[src/arpem_pkg.sv]
`timescale 1ns / 1ps
package arpem_pkg;
  localparam int SampleBits = 16;
  localparam int CountBits  = 32;
  localparam int SumBits    = 62;
  localparam int DbBits     = 15;
  localparam int FracBits   = 20;
  localparam logic [31:0] DbScale = 32'd1616142483;

  localparam logic [1:0] REQ_ADD    = 2'd0;
  localparam logic [1:0] REQ_REPORT = 2'd1;
  localparam logic [1:0] REQ_CLEAR  = 2'd2;

  typedef enum logic [3:0] {
    ST_IDLE,
    ST_DIV,
    ST_SQRT,
    ST_LOGP_NORM,
    ST_LOGP_SQ,
    ST_LOGR_NORM,
    ST_LOGR_SQ,
    ST_SCALE,
    ST_OUT
  } state_t;

  function automatic logic [15:0] threshold(input int k);
    threshold = 16'(((k << (SampleBits - 1)) + 19) / 20);
  endfunction
endpackage

[src/arpem_log2.sv]
`timescale 1ns / 1ps
module arpem_log2 (
  input  logic        clk,
  input  logic        rst,
  input  logic        start,
  input  logic [15:0] x,
  output logic        done,
  output logic [24:0] result
);
  logic [4:0]  n;
  logic [4:0]  step;
  logic        busy;
  logic [31:0] m;
  logic [19:0] frac;
  logic [63:0] sq;
  logic [31:0] msq;
  logic [4:0]  lz;

  always_comb begin
    lz = 5'd0;
    for (int i = 0; i < 16; i++) begin
      if (x[i]) begin
        lz = 5'(i);
      end
    end
  end

  assign sq  = {32'd0, m} * {32'd0, m};
  assign msq = sq[61:30];

  always_ff @(posedge clk) begin
    if (rst) begin
      busy <= 1'b0;
      done <= 1'b0;
    end else if (start) begin
      busy <= 1'b1;
      done <= 1'b0;
      n    <= lz;
      m    <= 32'(x) << (5'd30 - lz);
      frac <= '0;
      step <= '0;
    end else if (busy) begin
      frac <= {frac[18:0], msq[31]};
      m    <= msq[31] ? {1'b0, msq[31:1]} : msq;
      step <= step + 5'd1;
      busy <= (step != 5'(arpem_pkg::FracBits - 1));
      done <= (step == 5'(arpem_pkg::FracBits - 1));
    end else begin
      done <= 1'b0;
    end
  end

  assign result = {n, frac};
endmodule

[src/audio_rms_peak_energy_meter.sv]
`timescale 1ns / 1ps
// Level meter over signed Q1.15 samples. After an add or a clear beat,
// in_stall is raised in the cycle after the beat. A report beat runs a
// 62-bit restoring divider, a bit-serial square root and one log2 unit
// reused for peak and RMS (a set-up state before each), then one scaling
// multiply; the log2 steps and the multiply are skipped when the range is
// zero (zero RMS, or peak not above RMS). The result is held in an output
// register until taken; new beats are accepted meanwhile, and a further
// report waits in its last cycle only while the previous result is still
// held.
module audio_rms_peak_energy_meter (
  input  logic        clk,
  input  logic        rst,
  input  logic        in_valid,
  output logic        in_stall,
  input  logic [1:0]  req_type,
  input  logic signed [15:0] sample,
  output logic        out_valid,
  input  logic        out_stall,
  output logic [15:0] rms_level,
  output logic [15:0] peak_level,
  output logic [14:0] range_db,
  output logic [3:0]  energy_rating,
  output logic [2:0]  label_code,
  output logic [31:0] samples_counted
);
  arpem_pkg::state_t state, state_next;
  logic [61:0] square_sum;
  logic [31:0] sample_total;
  logic [15:0] peak_magnitude;
  logic [61:0] quo;
  logic [62:0] rem;
  logic [6:0]  cnt;
  logic [31:0] sq_res;
  logic [61:0] sq_val;
  logic [15:0] rms;
  logic [24:0] lp;
  logic        log_start, log_done;
  logic [15:0] log_x;
  logic [24:0] log_res;
  logic [57:0] prod;
  logic        accept, add_busy;
  logic [15:0] mag;
  logic [31:0] mag_sq;
  logic [14:0] db_val;
  logic [3:0]  rating;
  logic        out_load;
  logic        no_range;

  assign accept   = in_valid && !in_stall;
  assign in_stall = (state != arpem_pkg::ST_IDLE) || add_busy;
  assign mag      = sample[15] ? 16'(-sample) : 16'(sample);
  assign mag_sq   = 32'(mag) * 32'(mag);
  assign out_load = (state == arpem_pkg::ST_OUT) && !(out_valid && out_stall);
  assign no_range = (sq_res[15:0] == 16'd0) || (peak_magnitude <= sq_res[15:0]);

  arpem_log2 u_log (.clk, .rst, .start(log_start), .x(log_x), .done(log_done),
    .result(log_res));

  always_comb begin
    state_next = state;
    case (state)
      arpem_pkg::ST_IDLE:
        if (accept && req_type == arpem_pkg::REQ_REPORT) state_next = arpem_pkg::ST_DIV;
      arpem_pkg::ST_DIV:  if (cnt == 7'd61) state_next = arpem_pkg::ST_SQRT;
      arpem_pkg::ST_SQRT: if (cnt == 7'd30) state_next = arpem_pkg::ST_LOGP_NORM;
      arpem_pkg::ST_LOGP_NORM:
        state_next = no_range ? arpem_pkg::ST_OUT : arpem_pkg::ST_LOGP_SQ;
      arpem_pkg::ST_LOGP_SQ:   if (log_done) state_next = arpem_pkg::ST_LOGR_NORM;
      arpem_pkg::ST_LOGR_NORM: state_next = arpem_pkg::ST_LOGR_SQ;
      arpem_pkg::ST_LOGR_SQ:   if (log_done) state_next = arpem_pkg::ST_SCALE;
      arpem_pkg::ST_SCALE:     state_next = arpem_pkg::ST_OUT;
      arpem_pkg::ST_OUT:       if (out_load) state_next = arpem_pkg::ST_IDLE;
      default:                 state_next = arpem_pkg::ST_IDLE;
    endcase
  end

  always_comb begin
    log_start = 1'b0;
    log_x     = peak_magnitude;
    case (state)
      arpem_pkg::ST_LOGP_NORM: log_start = !no_range;
      arpem_pkg::ST_LOGR_NORM: begin
        log_start = 1'b1;
        log_x     = rms;
      end
      default: log_start = 1'b0;
    endcase
  end

  assign prod  = {33'd0, log_res > lp ? 25'd0 : lp - log_res} * {26'd0, arpem_pkg::DbScale};

  always_ff @(posedge clk) begin
    if (rst) begin
      state          <= arpem_pkg::ST_IDLE;
      square_sum     <= '0;
      sample_total   <= '0;
      peak_magnitude <= '0;
      add_busy       <= 1'b0;
      cnt            <= '0;
    end else begin
      state    <= state_next;
      add_busy <= accept && (req_type inside {arpem_pkg::REQ_ADD, arpem_pkg::REQ_CLEAR});
      if (accept && req_type == arpem_pkg::REQ_ADD) begin
        if (mag > peak_magnitude) peak_magnitude <= mag;
        if (sample_total != '1) begin
          square_sum   <= square_sum + 62'(mag_sq);
          sample_total <= sample_total + 32'd1;
        end
      end
      if (accept && req_type == arpem_pkg::REQ_CLEAR) begin
        square_sum     <= '0;
        sample_total   <= '0;
        peak_magnitude <= '0;
      end
      case (state)
        arpem_pkg::ST_IDLE: begin
          cnt <= '0;
          rem <= '0;
          quo <= square_sum;
        end
        arpem_pkg::ST_DIV: begin
          if (sample_total == 0) begin
            quo <= '0;
          end else if ({rem[61:0], quo[61]} >= {31'd0, sample_total}) begin
            rem <= {rem[61:0], quo[61]} - {31'd0, sample_total};
            quo <= {quo[60:0], 1'b1};
          end else begin
            rem <= {rem[61:0], quo[61]};
            quo <= {quo[60:0], 1'b0};
          end
          cnt <= (cnt == 7'd61) ? 7'd0 : cnt + 7'd1;
          if (cnt == 7'd61) begin
            sq_res <= '0;
            sq_val <= '0;
          end
        end
        arpem_pkg::ST_SQRT: begin
          // one result bit per cycle, top bit first
          if ({sq_val[59:0], quo[61:60]} >= {30'd0, sq_res[29:0], 2'b01}) begin
            sq_val <= {sq_val[59:0], quo[61:60]} - {30'd0, sq_res[29:0], 2'b01};
            sq_res <= {sq_res[30:0], 1'b1};
          end else begin
            sq_val <= {sq_val[59:0], quo[61:60]};
            sq_res <= {sq_res[30:0], 1'b0};
          end
          quo <= {quo[59:0], 2'b00};
          cnt <= cnt + 7'd1;
        end
        arpem_pkg::ST_LOGP_NORM: begin
          rms    <= sq_res[15:0];
          db_val <= '0;
        end
        arpem_pkg::ST_LOGR_NORM: lp <= log_res;
        arpem_pkg::ST_SCALE: begin
          if ((prod + 58'(64'd1 << 39)) >> 40 > 58'd32767) db_val <= 15'h7FFF;
          else db_val <= 15'(((prod + 58'(64'd1 << 39)) >> 40));
        end
        default: cnt <= cnt;
      endcase
    end
  end

  always_ff @(posedge clk) begin
    if (rst) begin
      out_valid <= 1'b0;
    end else if (out_load) begin
      out_valid <= 1'b1;
    end else if (!out_stall) begin
      out_valid <= 1'b0;
    end
  end

  always_ff @(posedge clk) begin
    if (out_load) begin
      rms_level       <= rms;
      peak_level      <= peak_magnitude;
      range_db        <= db_val;
      energy_rating   <= rating;
      label_code      <= 3'((rating - 4'd1) >> 1);
      samples_counted <= sample_total;
    end
  end

  always_comb begin
    logic [3:0] r;
    r = 4'd1;
    for (int k = 2; k <= 10; k++) begin
      if (arpem_pkg::threshold(k) <= rms) r = r + 4'd1;
    end
    rating = r;
  end

`ifndef SYNTHESIS
  a_out_hold: assert property (@(posedge clk) disable iff (rst)
    out_valid && out_stall |=> out_valid) else $error("result dropped");
  a_busy: assert property (@(posedge clk) disable iff (rst)
    state != arpem_pkg::ST_IDLE |-> in_stall) else $error("accept while busy");
  a_rms: assert property (@(posedge clk) disable iff (rst)
    out_valid |-> energy_rating >= 4'd1 && energy_rating <= 4'd10)
    else $error("bad rating");
`endif
endmodule
[config.mk]
export PLATFORM = sky130hd
export DESIGN_NAME = audio_rms_peak_energy_meter
export DESIGN_NICKNAME = d
export VERILOG_FILES = /design/src/arpem_pkg.sv /design/src/arpem_log2.sv /design/src/audio_rms_peak_energy_meter.sv
export SDC_FILE = /design/constraint.sdc
export NUM_CORES = 2
export LEC_CHECK = 0
export BUFFER_PORTS_ARGS = -buffer_cell sky130_fd_sc_hd__buf_2
export CORE_AREA = 2 2 338 340
export DETAILED_ROUTE_END_ITERATION = 6
export DIE_AREA = 0 0 340 342
export GPL_ROUTABILITY_DRIVEN = 0
export GPL_TIMING_DRIVEN = 0
export PLACE_DENSITY_LB_ADDON = 0.2
export SKIP_CTS_REPAIR_TIMING = 1
export SLEW_MARGIN = 15
export SYNTH_ARGS = -nofsm -noshare
export SYNTH_HDL_FRONTEND = slang
export SYNTH_HIERARCHICAL = 1
export SYNTH_SLANG_ARGS = --single-unit
[constraint.sdc]
create_clock -name clk -period 19.02 [get_ports clk]
set_input_delay 0 -clock clk [delete_from_list [all_inputs] [get_ports clk]]
set_output_delay 0 -clock clk [all_outputs]
set_load 0.01 [all_outputs]
==> metrics.txt <==
share of Yosys cell area claimed by the top area cell type=29.8%; Vias/cell=6.21; crit-path max cell delay=0.74 ns; failing checks=DRC, hold timing; die height=342 um; worst hold path class=in2reg; CTS tree=yes; Worst-Skew Late Latency=0.73 ns; post-synthesis sequential area ratio=19.2%; Max transition margin=14.2%; DRC Markers=53; Switching Fraction=46.3%; Critical-path top delay cell=o41ai_1; Sink Count=542; root buffer cell=clkbuf_16; die width=340 um; Post-synth EDFFs=417; Final nets=10600; Area growth syn-to-layout=6.63%; gr busiest metal=met2; pwr/cell area=93.4 mW/mm^2; TritonCTS Buffers=61; Post-Route WL=234 mm; critical path's top delay family=adder cells; Final Hold Violating Endpoints=1; dominant cell type by area after synthesis=fa_1; I/O pins=110; f_max=84.0 MHz; Tightest Pin Transition=1.27 ns; Crit path required time=19.42 ns; internal power=4190 uW; die area=0.116 mm^2; Tmin final=11.91 ns; ys async rst share=0%; FF+latch count, synth=542; Hold Crit Start=sample[12]; combinational share of power=64.2%; largest net degree at the start of global routing=33; worst reg2reg startpoint=u_log/frac[0]$_SDFFCE_PP0P_; antenna violations before repair=24; GRT overflow=0; clock-pin slew on the worst setup and hold paths=0.06 ns; max cap viols=0; H-Tree Depth=2; fin. max-slew vios=0; clk_skew=0.0610 ns; Top FF cell, synth=edfxtp_1; synthesized cell area=0.0784 mm^2; RSZ-0062 raised after global routing=no; initial core utilization=69.3%; syn avg cell area=9.40 um^2; number of global-route vias before repair=65800; antenna-violating nets left=0; Worst Path Buf+Inv=3; Setup crit start kind=flip-flop; ratio of cells with drive above 1 in the final layout=4.30%; number of detailed-route iterations in the first pass=7; met2 Usage GRT=64.1%; outcome=finished with violations; setup TNS=0 ns; Max clock buf depth=3; Cell variety after synth=108; Core Region=0.113 mm^2; Clock power frac=16.3%; most used cell, CP=fa_1; first-pass GRT wire length=364 mm; final setup fails=0; Routed WL per cell=23.1 um; Area contributors post-synth=fa_1 (30%), edfxtp_1 (16%), ha_1 (13%); Final Cycle Share=62.6%; # port buffers=109; initial drt markers=6422; worst-path fanout max=10; final core utilization=73.9%; crit path kind=reg2reg; crit path from=u_log/frac[0]$_SDFFCE_PP0P_; via count=63000; Mapped Cells=8343; Peak VDD IR=0.267 mV; Worst Path Arrival=12.31 ns; total global routing track utilization=40.9%; Leak Pwr=0.0410 uW; Global Route met1 Usage=46.6%; switching pwr=3620 uW; Fin Hold WS=-0.0139 ns; Reg power frac=19.5%; hpwl dp=187 mm; Ys Warns=6; met3 Use GR=13.7%; CP Capture Type=flip-flop; FP Rows=124
[layout by cell type (no fill, tap or decap), drive strengths merged, types with 61 or more instances in the layout]
cell	Yosys	layout
nand2b	64	64
and2	263	263
xor2	99	99
clkbuf	249	317
nand4	64	64
a21o	131	131
nor3	84	84
o21ai	217	217
a21oi	371	371
buf	30	162
nor2b	69	69
dfxtp	125	125
ha	832	832
edfxtp	417	417
fa	1167	1167
nand2	720	720
and3	61	61
xnor2	173	173
nor2	413	413
inv	1881	1890
nand3	125	125
[worst min-delay path, stage by stage]
cell and delay, ns:
buf_2 0.12, xor2_1 0.26, a211oi_1 0.23
[kinds of logic (layout without fill, tap and decap cells)]
| group | after synthesis | after routing | synth area share (%) |
|---|---|---|---|
| adders and majority gates | 1999 | 1999 | 43.1 |
| muxes | 52 | 52 | 0.824 |
| AOI/OAI and AO/OA | 1214 | 1214 | 10.3 |
| buffers and inverters | 2170 | 2426 | 10.5 |
| xor gates and xnor gates | 273 | 273 | 3.09 |
| DFF | 542 | 542 | 19.2 |
| and+or+nand+nor | 2090 | 2090 | 13.0 |
| other | 3 | 28 | 0.0144 |
[path summary, 6_finish.rpt]
check / slack (ns) / cells after the start / to
min: -0.01 / 3 / peak_magnitude[12]$_SDFFE_PP0P_
max: 7.11 / 35 / db_val[5]$_SDFFCE_PP0P_
min reg2reg: 0.42 / 0 / range_db[3]$_DFFE_PP_
max reg2reg: 7.11 / 35 / db_val[5]$_SDFFCE_PP0P_
[cell type report]
class                           count  area (um^2)
Clock inverter                     48          557
Antenna cell                       15         37.5
Multi-Input combinational cell   5641        55300
Inverter                         1891         7100
Buffer                            279         1100
Clock buffer                       68         1590
Timing Repair Buffer              140          983
Tap cell                         1512         1890
Fill cell                        7909        29500
Sequential cell                   542        15000
[Yosys cell counts, types with 19 or more instances]
master,number
nor3_1,84
edfxtp_1,417
xor2_1,98
nand2_1,718
nand4_1,64
a21oi_1,367
dfxtp_1,125
fa_1,1167
nor2_1,410
o31ai_1,45
a211oi_1,50
and3_1,60
or2_2,23
a31o_2,19
xnor2_1,172
mux2i_1,33
nor4_1,49
and2_1,262
a31oi_1,30
a21o_1,131
o211ai_1,33
o21bai_1,35
a222oi_1,60
inv_1,1880
or4_1,33
o21ai_0,203
nand2b_1,64
nor2b_1,69
or3_1,53
o21a_1,54
nand3_1,125
ha_1,832
clkbuf_1,249
[power by group through the flow]
| stage | sequential (uW) | combinational, uW | clock, uW |
|---|---|---|---|
| global placement | 1560 | 4740 | 0 |
| floorplan | 1520 | 3820 | 0 |
| global route | 1530 | 5620 | 1330 |
| finish | 1520 | 5010 | 1270 |
| detailed placement | 1540 | 4860 | 0 |
| CTS | 1520 | 4930 | 1280 |
[routing by layer]
metal	vias to the layer above	share of wire (%)	wire [um]
met5	-	0.032	74
met4	12	9.8	22900
met3	1264	11	26300
met2	3767	45	105000
met1	30500	34	80100
li1	27400	-	-
[sequential cells by signal, indices dropped and copies added, names as in the netlist, 5 cells and up]
register and cells:
sq_val 60, range_db 15, u_log/frac 20, u_log/step 5, square_sum 62, rms_level 16
peak_level 16, rem 62, quo 62, samples_counted 32, db_val 15, u_log/m 32
sq_res 30, sample_total 32, lp 25, cnt 7, peak_magnitude 16, rms 16
[through the flow]
step / cell area (um^2) / hold WS, ns / cells / worst slack (ns) / power [uW]
global route: 83600 / 0.00776 / 10100 / 6.70 / 8480
global placement: 80900 / 0.207 / 9974 / 7.79 / 6300
detailed placement: 81300 / 0.204 / 9997 / 7.58 / 6400
floorplan: 78400 / 0.0773 / 8353 / 9.33 / 5340
finish: 83600 / -0.0139 / 10100 / 7.11 / 7810
CTS: 83400 / -0.558 / 10100 / 7.50 / 7740
(Power assumes the default switching activity.)
